==> config.mk <==
export PLATFORM = sky130hd
export DESIGN_NAME = goal_frame_receiver
export DESIGN_NICKNAME = d
export VERILOG_FILES = /design/src/design/gfr_pkg.sv /design/src/design/goal_frame_receiver.sv /design/src/design/gfr_goal_store.sv
export SDC_FILE = /design/constraint.sdc
export NUM_CORES = 1
export LEC_CHECK = 0
export ABC_CLOCK_PERIOD_IN_PS = 3800
export BUFFER_PORTS_ARGS = -buffer_cell sky130_fd_sc_hd__buf_4
export CORE_MARGIN = 2
export CORE_UTILIZATION = 38
export CTS_CLUSTER_SIZE = 28
export DETAILED_ROUTE_END_ITERATION = 6
export PLACE_DENSITY = 0.55
export SYNTH_ARGS = -nofsm -noshare
export SYNTH_HDL_FRONTEND = slang
export SYNTH_HIERARCHICAL = 1
export SYNTH_SLANG_ARGS = --single-unit
==> constraint.sdc <==
create_clock -name clock -period 3.8 [get_ports clock]
set_input_delay 0.57 -clock clock [delete_from_list [all_inputs] [get_ports clock]]
set_output_delay 0.57 -clock clock [all_outputs]
set_load 0.03 [all_outputs]
==> src/design/gfr_pkg.sv <==
// Shared constants for the goal frame receiver: operation, status and register codes.
// No dependencies.
package gfr_pkg;

   localparam int SERVO_COUNT_DEFAULT = 16;
   localparam int HEADER_BYTES        = 5;
   localparam int GOAL_W              = 16;
   localparam int CSR_INDEX_W         = 3;
   localparam int CSR_DATA_W          = 16;

   // Operation codes of the request channel
   localparam logic [1:0] OP_BYTE  = 2'd0;
   localparam logic [1:0] OP_TICK  = 2'd1;
   localparam logic [1:0] OP_START = 2'd2;

   // Result status codes
   localparam logic [2:0] ST_DONE         = 3'd0;
   localparam logic [2:0] ST_HDR_TIMEOUT  = 3'd1;
   localparam logic [2:0] ST_DATA_TIMEOUT = 3'd2;
   localparam logic [2:0] ST_INVALID      = 3'd3;
   localparam logic [2:0] ST_PARTNER      = 3'd4;

   // Configuration register indexes
   localparam logic [CSR_INDEX_W-1:0] CSR_SYNC_VALUE   = 3'd0;
   localparam logic [CSR_INDEX_W-1:0] CSR_GOAL_TYPE    = 3'd1;
   localparam logic [CSR_INDEX_W-1:0] CSR_PARTNER_TYPE = 3'd2;
   localparam logic [CSR_INDEX_W-1:0] CSR_HDR_TIMEOUT  = 3'd3;
   localparam logic [CSR_INDEX_W-1:0] CSR_DATA_TIMEOUT = 3'd4;

   // Register reset values
   localparam logic [7:0]  RST_SYNC_VALUE   = 8'hFF;
   localparam logic [7:0]  RST_GOAL_TYPE    = 8'd1;
   localparam logic [7:0]  RST_PARTNER_TYPE = 8'd2;
   localparam logic [15:0] RST_HDR_TIMEOUT  = 16'd5;
   localparam logic [15:0] RST_DATA_TIMEOUT = 16'd14;

endpackage

==> src/design/goal_frame_receiver.sv <==
// Goal frame receiver top level: header/data sequencer, timers and result register.
// Depends on gfr_pkg and gfr_goal_store.
//
//  channel | direction | handshake           | payload
//  req     | in        | req_valid/req_stall | req_operation, req_rx_byte
//  rsp     | out       | rsp_valid/rsp_stall | rsp_status, rsp_goal_valid, rsp_servo_index,
//          |           |                     | rsp_goal_position, rsp_last
//  csr     | in        | csr_wr_en           | csr_index, csr_wr_data
//
// A byte, tick or period start is taken in S_ACCEPT. An item that reports a status
// holds the request side in S_EMIT until the result is loaded into the output
// register. A completed good frame drains SERVO_COUNT results, each through S_RD and
// then S_OUT, through the single read port of the goal store.
// Reset is synchronous and restores the register defaults; the store needs no clearing.
// A stalled result holds the sequencer in S_EMIT or S_OUT until the output register frees up.
module goal_frame_receiver
   import gfr_pkg::*;
#(
   parameter int SERVO_COUNT = SERVO_COUNT_DEFAULT
) (
   input  logic                   clock,
   input  logic                   reset,
   input  logic                   req_valid,
   output logic                   req_stall,
   input  logic [1:0]             req_operation,
   input  logic [7:0]             req_rx_byte,
   output logic                   rsp_valid,
   input  logic                   rsp_stall,
   output logic [2:0]             rsp_status,
   output logic                   rsp_goal_valid,
   output logic [5:0]             rsp_servo_index,
   output logic signed [15:0]     rsp_goal_position,
   output logic                   rsp_last,
   input  logic                   csr_wr_en,
   input  logic [CSR_INDEX_W-1:0] csr_index,
   input  logic [CSR_DATA_W-1:0]  csr_wr_data
);

   localparam int PAYLOAD_BYTES = 2 * SERVO_COUNT;
   localparam int CNT_W  = ($clog2(PAYLOAD_BYTES) > 3) ? $clog2(PAYLOAD_BYTES) : 3;
   localparam int ADDR_W = (SERVO_COUNT > 1) ? $clog2(SERVO_COUNT) : 1;
   localparam logic [7:0] FRAME_LEN = 8'(HEADER_BYTES + PAYLOAD_BYTES);

   typedef enum logic [1:0] {
      S_ACCEPT,
      S_EMIT,
      S_RD,
      S_OUT
   } seq_type;

   typedef enum logic [1:0] {
      PH_IDLE,
      PH_HEADER,
      PH_DATA
   } phase_type;

   seq_type         seq_ff, seq_in;
   phase_type       phase_ff, phase_in;
   logic [CNT_W-1:0]  cnt_ff, cnt_in;
   logic [15:0]       tick_ff, tick_in;
   logic [7:0]        type_ff, type_in;
   logic [7:0]        length_ff, length_in;
   logic [7:0]        check_ff, check_in;
   logic [7:0]        xor_ff, xor_in;
   logic              sync_bad_ff, sync_bad_in;
   logic [7:0]        hi_ff, hi_in;
   logic [2:0]        pend_ff, pend_in;
   logic [ADDR_W-1:0] k_ff, k_in;

   logic [7:0]  sync_value_ff, sync_value_in;
   logic [7:0]  goal_type_ff, goal_type_in;
   logic [7:0]  partner_type_ff, partner_type_in;
   logic [15:0] hdr_to_ff, hdr_to_in;
   logic [15:0] data_to_ff, data_to_in;

   logic              rsp_valid_ff, rsp_valid_in;
   logic [2:0]        rsp_status_ff, rsp_status_in;
   logic              rsp_goal_valid_ff, rsp_goal_valid_in;
   logic [5:0]        rsp_index_ff, rsp_index_in;
   logic [15:0]       rsp_pos_ff, rsp_pos_in;
   logic              rsp_last_ff, rsp_last_in;

   logic              accept;
   logic              out_free;
   logic              load;
   logic [15:0]       tick_inc;
   logic [7:0]        xor_next;
   logic              mem_wr_en;
   logic [ADDR_W-1:0] mem_wr_addr;
   logic              mem_rd_en;
   logic [GOAL_W-1:0] mem_rd_data;

   assign req_stall = (seq_ff != S_ACCEPT);
   assign accept    = req_valid && !req_stall;
   assign out_free  = !rsp_valid_ff || !rsp_stall;
   assign tick_inc  = tick_ff + 16'd1;
   assign xor_next  = xor_ff ^ req_rx_byte;
   assign mem_wr_addr = cnt_ff[ADDR_W:1];

   gfr_goal_store #(
      .DEPTH  (SERVO_COUNT),
      .ADDR_W (ADDR_W),
      .DATA_W (GOAL_W)
   ) u_store (
      .clock   (clock),
      .wr_en   (mem_wr_en),
      .wr_addr (mem_wr_addr),
      .wr_data ({hi_ff, req_rx_byte}),
      .rd_en   (mem_rd_en),
      .rd_addr (k_ff),
      .rd_data (mem_rd_data)
   );

   always_comb begin
      seq_in      = seq_ff;
      phase_in    = phase_ff;
      cnt_in      = cnt_ff;
      tick_in     = tick_ff;
      type_in     = type_ff;
      length_in   = length_ff;
      check_in    = check_ff;
      xor_in      = xor_ff;
      sync_bad_in = sync_bad_ff;
      hi_in       = hi_ff;
      pend_in     = pend_ff;
      k_in        = k_ff;
      mem_wr_en   = 1'b0;
      mem_rd_en   = 1'b0;
      load        = 1'b0;

      rsp_status_in     = rsp_status_ff;
      rsp_goal_valid_in = rsp_goal_valid_ff;
      rsp_index_in      = rsp_index_ff;
      rsp_pos_in        = rsp_pos_ff;
      rsp_last_in       = rsp_last_ff;

      sync_value_in   = sync_value_ff;
      goal_type_in    = goal_type_ff;
      partner_type_in = partner_type_ff;
      hdr_to_in       = hdr_to_ff;
      data_to_in      = data_to_ff;

      if (csr_wr_en) begin
         unique case (csr_index)
            CSR_SYNC_VALUE:   sync_value_in   = csr_wr_data[7:0];
            CSR_GOAL_TYPE:    goal_type_in    = csr_wr_data[7:0];
            CSR_PARTNER_TYPE: partner_type_in = csr_wr_data[7:0];
            CSR_HDR_TIMEOUT:  hdr_to_in       = csr_wr_data;
            CSR_DATA_TIMEOUT: data_to_in      = csr_wr_data;
            default: ;
         endcase
      end

      unique case (seq_ff)
         S_ACCEPT: begin
            if (accept) begin
               unique case (req_operation)
                  OP_START: begin
                     phase_in    = PH_HEADER;
                     cnt_in      = '0;
                     tick_in     = '0;
                     xor_in      = '0;
                     sync_bad_in = 1'b0;
                  end
                  OP_BYTE: begin
                     if (phase_ff == PH_HEADER) begin
                        if (cnt_ff < CNT_W'(2)) begin
                           if (req_rx_byte != sync_value_ff) begin
                              sync_bad_in = 1'b1;
                           end
                        end else if (cnt_ff == CNT_W'(2)) begin
                           type_in = req_rx_byte;
                        end else if (cnt_ff == CNT_W'(3)) begin
                           length_in = req_rx_byte;
                        end else begin
                           check_in = req_rx_byte;
                        end
                        cnt_in = cnt_ff + CNT_W'(1);
                        if (cnt_ff == CNT_W'(HEADER_BYTES - 1)) begin
                           // judge the header: sync, partner error, type, length
                           if (sync_bad_ff || type_ff == partner_type_ff ||
                               type_ff != goal_type_ff || length_ff != FRAME_LEN) begin
                              pend_in     = (!sync_bad_ff && type_ff == partner_type_ff) ?
                                            ST_PARTNER : ST_INVALID;
                              seq_in      = S_EMIT;
                              phase_in    = PH_HEADER;
                              cnt_in      = '0;
                              tick_in     = '0;
                              xor_in      = '0;
                              sync_bad_in = 1'b0;
                           end else begin
                              phase_in = PH_DATA;
                              cnt_in   = '0;
                              tick_in  = '0;
                              xor_in   = type_ff ^ length_ff;
                           end
                        end
                     end else if (phase_ff == PH_DATA) begin
                        // pair bytes high first into one goal word
                        if (cnt_ff[0]) begin
                           mem_wr_en = 1'b1;
                        end else begin
                           hi_in = req_rx_byte;
                        end
                        xor_in = xor_next;
                        cnt_in = cnt_ff + CNT_W'(1);
                        if (cnt_ff == CNT_W'(PAYLOAD_BYTES - 1)) begin
                           if (xor_next != check_ff) begin
                              pend_in     = ST_INVALID;
                              seq_in      = S_EMIT;
                              phase_in    = PH_HEADER;
                              cnt_in      = '0;
                              tick_in     = '0;
                              xor_in      = '0;
                              sync_bad_in = 1'b0;
                           end else begin
                              phase_in = PH_IDLE;
                              cnt_in   = '0;
                              tick_in  = '0;
                              k_in     = '0;
                              seq_in   = S_RD;
                           end
                        end
                     end
                  end
                  OP_TICK: begin
                     if (phase_ff == PH_HEADER && hdr_to_ff != 16'd0) begin
                        tick_in = tick_inc;
                        if (tick_inc >= hdr_to_ff) begin
                           phase_in = PH_IDLE;
                           cnt_in   = '0;
                           tick_in  = '0;
                           pend_in  = ST_HDR_TIMEOUT;
                           seq_in   = S_EMIT;
                        end
                     end else if (phase_ff == PH_DATA && data_to_ff != 16'd0) begin
                        tick_in = tick_inc;
                        if (tick_inc >= data_to_ff) begin
                           phase_in    = PH_HEADER;
                           cnt_in      = '0;
                           tick_in     = '0;
                           xor_in      = '0;
                           sync_bad_in = 1'b0;
                           pend_in     = ST_DATA_TIMEOUT;
                           seq_in      = S_EMIT;
                        end
                     end
                  end
                  default: ;
               endcase
            end
         end
         S_EMIT: begin
            if (out_free) begin
               load              = 1'b1;
               rsp_status_in     = pend_ff;
               rsp_goal_valid_in = 1'b0;
               rsp_index_in      = '0;
               rsp_pos_in        = '0;
               rsp_last_in       = 1'b1;
               seq_in            = S_ACCEPT;
            end
         end
         S_RD: begin
            mem_rd_en = 1'b1;
            seq_in    = S_OUT;
         end
         S_OUT: begin
            if (out_free) begin
               load              = 1'b1;
               rsp_status_in     = ST_DONE;
               rsp_goal_valid_in = 1'b1;
               rsp_index_in      = 6'(k_ff) + 6'd1;
               rsp_pos_in        = mem_rd_data;
               rsp_last_in       = (k_ff == ADDR_W'(SERVO_COUNT - 1));
               if (k_ff == ADDR_W'(SERVO_COUNT - 1)) begin
                  seq_in = S_ACCEPT;
               end else begin
                  k_in   = k_ff + ADDR_W'(1);
                  seq_in = S_RD;
               end
            end
         end
         default: ;
      endcase

      // hold while stalled, drop once taken
      rsp_valid_in = load ? 1'b1 : (rsp_stall ? rsp_valid_ff : 1'b0);
   end

   always_ff @(posedge clock) begin
      if (reset) begin
         seq_ff            <= S_ACCEPT;
         phase_ff          <= PH_IDLE;
         cnt_ff            <= '0;
         tick_ff           <= '0;
         type_ff           <= '0;
         length_ff         <= '0;
         check_ff          <= '0;
         xor_ff            <= '0;
         sync_bad_ff       <= 1'b0;
         hi_ff             <= '0;
         pend_ff           <= ST_DONE;
         k_ff              <= '0;
         sync_value_ff     <= RST_SYNC_VALUE;
         goal_type_ff      <= RST_GOAL_TYPE;
         partner_type_ff   <= RST_PARTNER_TYPE;
         hdr_to_ff         <= RST_HDR_TIMEOUT;
         data_to_ff        <= RST_DATA_TIMEOUT;
         rsp_valid_ff      <= 1'b0;
         rsp_status_ff     <= ST_DONE;
         rsp_goal_valid_ff <= 1'b0;
         rsp_index_ff      <= '0;
         rsp_pos_ff        <= '0;
         rsp_last_ff       <= 1'b0;
      end else begin
         seq_ff            <= seq_in;
         phase_ff          <= phase_in;
         cnt_ff            <= cnt_in;
         tick_ff           <= tick_in;
         type_ff           <= type_in;
         length_ff         <= length_in;
         check_ff          <= check_in;
         xor_ff            <= xor_in;
         sync_bad_ff       <= sync_bad_in;
         hi_ff             <= hi_in;
         pend_ff           <= pend_in;
         k_ff              <= k_in;
         sync_value_ff     <= sync_value_in;
         goal_type_ff      <= goal_type_in;
         partner_type_ff   <= partner_type_in;
         hdr_to_ff         <= hdr_to_in;
         data_to_ff        <= data_to_in;
         rsp_valid_ff      <= rsp_valid_in;
         rsp_status_ff     <= rsp_status_in;
         rsp_goal_valid_ff <= rsp_goal_valid_in;
         rsp_index_ff      <= rsp_index_in;
         rsp_pos_ff        <= rsp_pos_in;
         rsp_last_ff       <= rsp_last_in;
      end
   end

   assign rsp_valid         = rsp_valid_ff;
   assign rsp_status        = rsp_status_ff;
   assign rsp_goal_valid    = rsp_goal_valid_ff;
   assign rsp_servo_index   = rsp_index_ff;
   assign rsp_goal_position = $signed(rsp_pos_ff);
   assign rsp_last          = rsp_last_ff;

endmodule

==> src/design/gfr_goal_store.sv <==
// Goal payload store: one 16-bit goal word per servo, one write and one
// registered read port. No package dependencies.
module gfr_goal_store #(
   parameter int DEPTH  = 16,
   parameter int ADDR_W = 4,
   parameter int DATA_W = 16
) (
   input  logic              clock,
   input  logic              wr_en,
   input  logic [ADDR_W-1:0] wr_addr,
   input  logic [DATA_W-1:0] wr_data,
   input  logic              rd_en,
   input  logic [ADDR_W-1:0] rd_addr,
   output logic [DATA_W-1:0] rd_data
);

   logic [DATA_W-1:0] mem_ff [DEPTH];
   logic [DATA_W-1:0] rd_data_ff;

   always_ff @(posedge clock) begin
      if (wr_en) begin
         mem_ff[wr_addr] <= wr_data;
      end
   end

   always_ff @(posedge clock) begin
      if (rd_en) begin
         rd_data_ff <= mem_ff[rd_addr];
      end
   end

   assign rd_data = rd_data_ff;

endmodule

==> flow_metrics.tcl <==
set metrics [dict create \
    core_area_um2 47600 \
    hold_path_depth 3 \
    rr_startpoint "tick_ff[0]" \
    crit_required_ns 4.34 \
    grt_max_degree 67 \
    powerDensity_nw_per_um2 459 \
    syn-cell-area_um2 18300 \
    vias 11500 \
    cp_slowest_cell "dfxtp_1" \
    die_h_um 223 \
    synth_area_per_cell_um2 13.2 \
    synth-main-ff-cell "edfxtp_1" \
    grtUsageTotal_pct 17.4 \
    vias_per_cell 5.43 \
    grt_pass1_vias 11100 \
    overflow 0 \
    reg2reg_depth 13 \
    slew_violations 0 \
    dieWidth_um 223 \
    rsz0062_at_grt "false" \
    diodes 0 \
    avgRoutedWirePerCell_um 20.7 \
    numPortBuffers 61 \
    drv_cap 0 \
    worstMarginPinSlew_ns 0.980 \
    rows 80 \
    fin_cells 2111 \
    crit_chain "ha_1 -> nand3_1 -> nor2_1 -> nand3_1 -> xnor2_1 -> ha_1 -> and4_1 -> nor2b_1 -> a2111o_1 -> a311o_1 -> and2_1 -> a311oi_1 -> a31o_2" \
    arrival_ns 4.07 \
    cp-end-kind "flop" \
    layout-drive-gt1-share_pct 16.2 \
    yosys_warnings 6 \
    status "complete, no violations" \
    place_inst 2028 \
    firstDrtPassIters 5 \
    fin_ws_ns 0.270 \
    clk_latency_ns 0.61 \
    worstPathMaxFanout 6 \
    hold_end "rsp_valid" \
    dieArea_um2 49900 \
    area_growth_pct 14.4 \
    finClkSkew_ns 0.0420 \
    syn-num-nets 1464 \
    yosys_register_bits 428 \
    grt_antenna_before_repair 1 \
    cts_made_buffers 45 \
    syn-instance-count 1390 \
    drt_iter0_drc 801 \
    p_leak_nw 7.53 \
    reg2reg_slack_ns 0.27 \
    drc 0 \
    hold_buffers 0 \
    cts_buffer_depth 3 \
    async_flop_share_pct 0 \
    cts_tree "built" \
    initial_core_util_pct 38.4 \
    h-tree-depth 2 \
    crit_type "flop to flop" \
    synth_edf_count 272 \
    globalplace.congestion 0.848 \
    place_ws_ns 0.250 \
    worstSetupStartpointType "flop" \
    max_freq_mhz 283 \
    setup_viol 0 \
    max_slew_margin_pct 34.6 \
    routed_wl_um 43600 \
    io_pins 63 \
    finalNetCount 1534 \
    clk_pin_slew_ns 0.06 \
    tns_ns 0 \
    root_buffer "clkbuf_16" \
    r2r_end "cnt_ff[3]" \
    yosysSeqAreaShare_pct 61.7 \
    postRouteAntennaNets 0 \
    clock-sinks 428 \
    grt_pass1_wl_um 66500 \
    hpwl_um 27900 \
    crit_path_max_incr_delay_ns 0.41 \
    hp-start "rsp_stall" \
    ir_worst_vdd_uv 322 \
    ys_types 81 \
    final-hold-violation-count 0 \
    fin_crit_sh_pct 92.9 \
    min_period_ns 3.53 \
    holdCritPathClass "input port to flop" \
]
[logic make-up (layout without fill, tap and decap cells)]
family                   after synthesis  after routing  share of synthesized area (%)
multiplexers                          99             99                           10.0
other                                  1              1                         0.0205
flip-flops                           428            428                           61.7
adder cells (fa/ha/maj)               40             40                           2.74
buffers and inverters                121            227                           2.93
AO/OA/AOI/OAI                        220            220                           8.44
AND/OR/NAND/NOR                      423            423                           10.9
XOR/XNOR                              58             58                           3.23
[routing by layer]
metal | global-route usage (%) | share of wire (%) | vias to the layer above
li1 | - | - | 5340
met1 | 25.0 | 46 | 5739
met2 | 26.4 | 45 | 313
met3 | 4.54 | 6.9 | 62
met4 | 4.41 | 1.9 | 2
met5 | 0 | 0.037 | -
[metrics by stage]
| step | util (%) | cell area (um^2) | total power, W | hold slack [ns] |
|---|---|---|---|---|
| finish | 43.9 | 20900 | 0.00960 | 0.228 |
| global route | 43.9 | 20900 | 0.00993 | 0.214 |
| CTS | 43.9 | 20900 | 0.00972 | 0.194 |
| detailed placement | 40.9 | 19500 | 0.00537 | 0.460 |
| global placement | 40.9 | 19500 | 0.00537 | 0.441 |
| floorplan | - | 18300 | 0.00524 | 0.444 |
[cells in the mapped netlist, drive strengths merged, types with 3 or more instances]
cell | count | area share (%)
inv | 51 | 1.0
or4 | 11 | 0.49
or3b | 4 | 0.19
nand3b | 4 | 0.23
o41ai | 3 | 0.33
o22ai | 5 | 0.21
nand2b | 12 | 0.41
nand4 | 12 | 0.44
or3 | 4 | 0.16
xnor2 | 41 | 2.0
a21o | 9 | 0.37
xor2 | 11 | 0.53
a22o | 4 | 0.19
mux4 | 64 | 8.1
o31ai | 3 | 0.15
o221ai | 3 | 0.24
dfxtp | 156 | 17
a21oi | 80 | 2.2
buf | 31 | 1.1
nand2 | 163 | 3.3
mux2i | 35 | 1.9
clkbuf | 39 | 0.81
and4 | 4 | 0.19
nand3 | 30 | 0.82
a31o | 4 | 0.19
ha | 40 | 2.7
nor2 | 118 | 2.5
nor4 | 6 | 0.29
o21ai | 15 | 0.41
xnor3 | 6 | 0.74
nor2b | 6 | 0.21
a32oi | 15 | 0.72
o211ai | 7 | 0.29
nor3 | 20 | 0.57
and2 | 8 | 0.29
edfxtp | 272 | 45
and3 | 14 | 0.48
a22oi | 51 | 2.1
[repair_timing]
item | in CTS | in global routing
buffers inserted | 0 | 0
setup endpoints to repair | 0 | 11
endpoints found under the hold margin | 0 | 0
gates resized for setup | 0 | 1
[layout by cell type (no fill, tap or decap), types with 35 or more instances in the layout]
master and count:
buf_4 92, a22oi_1 51, mux2i_1 35, nor2_1 116
a21oi_1 79, edfxtp_1 272, dfxtp_1 154, xnor2_1 41
mux4_2 54, ha_1 40, clkbuf_16 45, nand2_1 163
inv_1 50
[worst max-delay path, delay by kind of cell (launching register included)]
kind | cells | cell delay (ns)
flops | 1 | 0.41
xor+xnor | 1 | 0.26
fa+ha+maj | 2 | 0.50
compound gates | 4 | 1.10
simple gates | 6 | 1.19
[power by group]
part	internal, W	switching (W)	total (W)
Sequential	0.00493	0.0000182	0.00495
Combinational	0.000107	0.000218	0.000324
Clock	0.00250	0.00183	0.00433
Total	0.00753	0.00207	0.00960
[registers in the layout (all words and copies together) (netlist names), 3 cells and up]
name / count
u_store/mem_ff: 256
data_to_ff: 16
hdr_to_ff: 16
rsp_goal_position: 16
tick_ff: 16
u_store/rd_data: 16
check_ff: 8
goal_type_ff: 8
hi_ff: 8
length_ff: 8
partner_type_ff: 8
sync_value_ff: 8
type_ff: 8
xor_ff: 8
cnt_ff: 5
rsp_servo_index: 5
k_ff: 4
pend_ff: 3
rsp_status: 3
[worst max path at each step]
stage | to | cells past startpoint | start | slack [ns]
final | cnt_ff[3] | 13 | tick_ff[0] | 0.27
after CTS | pend_ff[0] | 13 | tick_ff[0] | 0.25
after floorplan | u_store/mem_ff[0][0] | 7 | req_operation[0] | 0.30
after detailed placement | pend_ff[0] | 13 | tick_ff[0] | 0.25
after global routing | cnt_ff[2] | 13 | tick_ff[0] | 0.01
after global placement | cnt_ff[3] | 13 | tick_ff[0] | 0.35
[area by class of cell]
class | count | area (um^2)
Tap cell | 615 | 769
Fill cell | 4328 | 26700
Clock buffer | 66 | 1240
Inverter | 51 | 191
Timing Repair Buffer | 93 | 711
Sequential cell | 428 | 11300
Multi-Input combinational cell | 841 | 6500
Clock inverter | 17 | 214
Power figures use the tool's default switching activity.
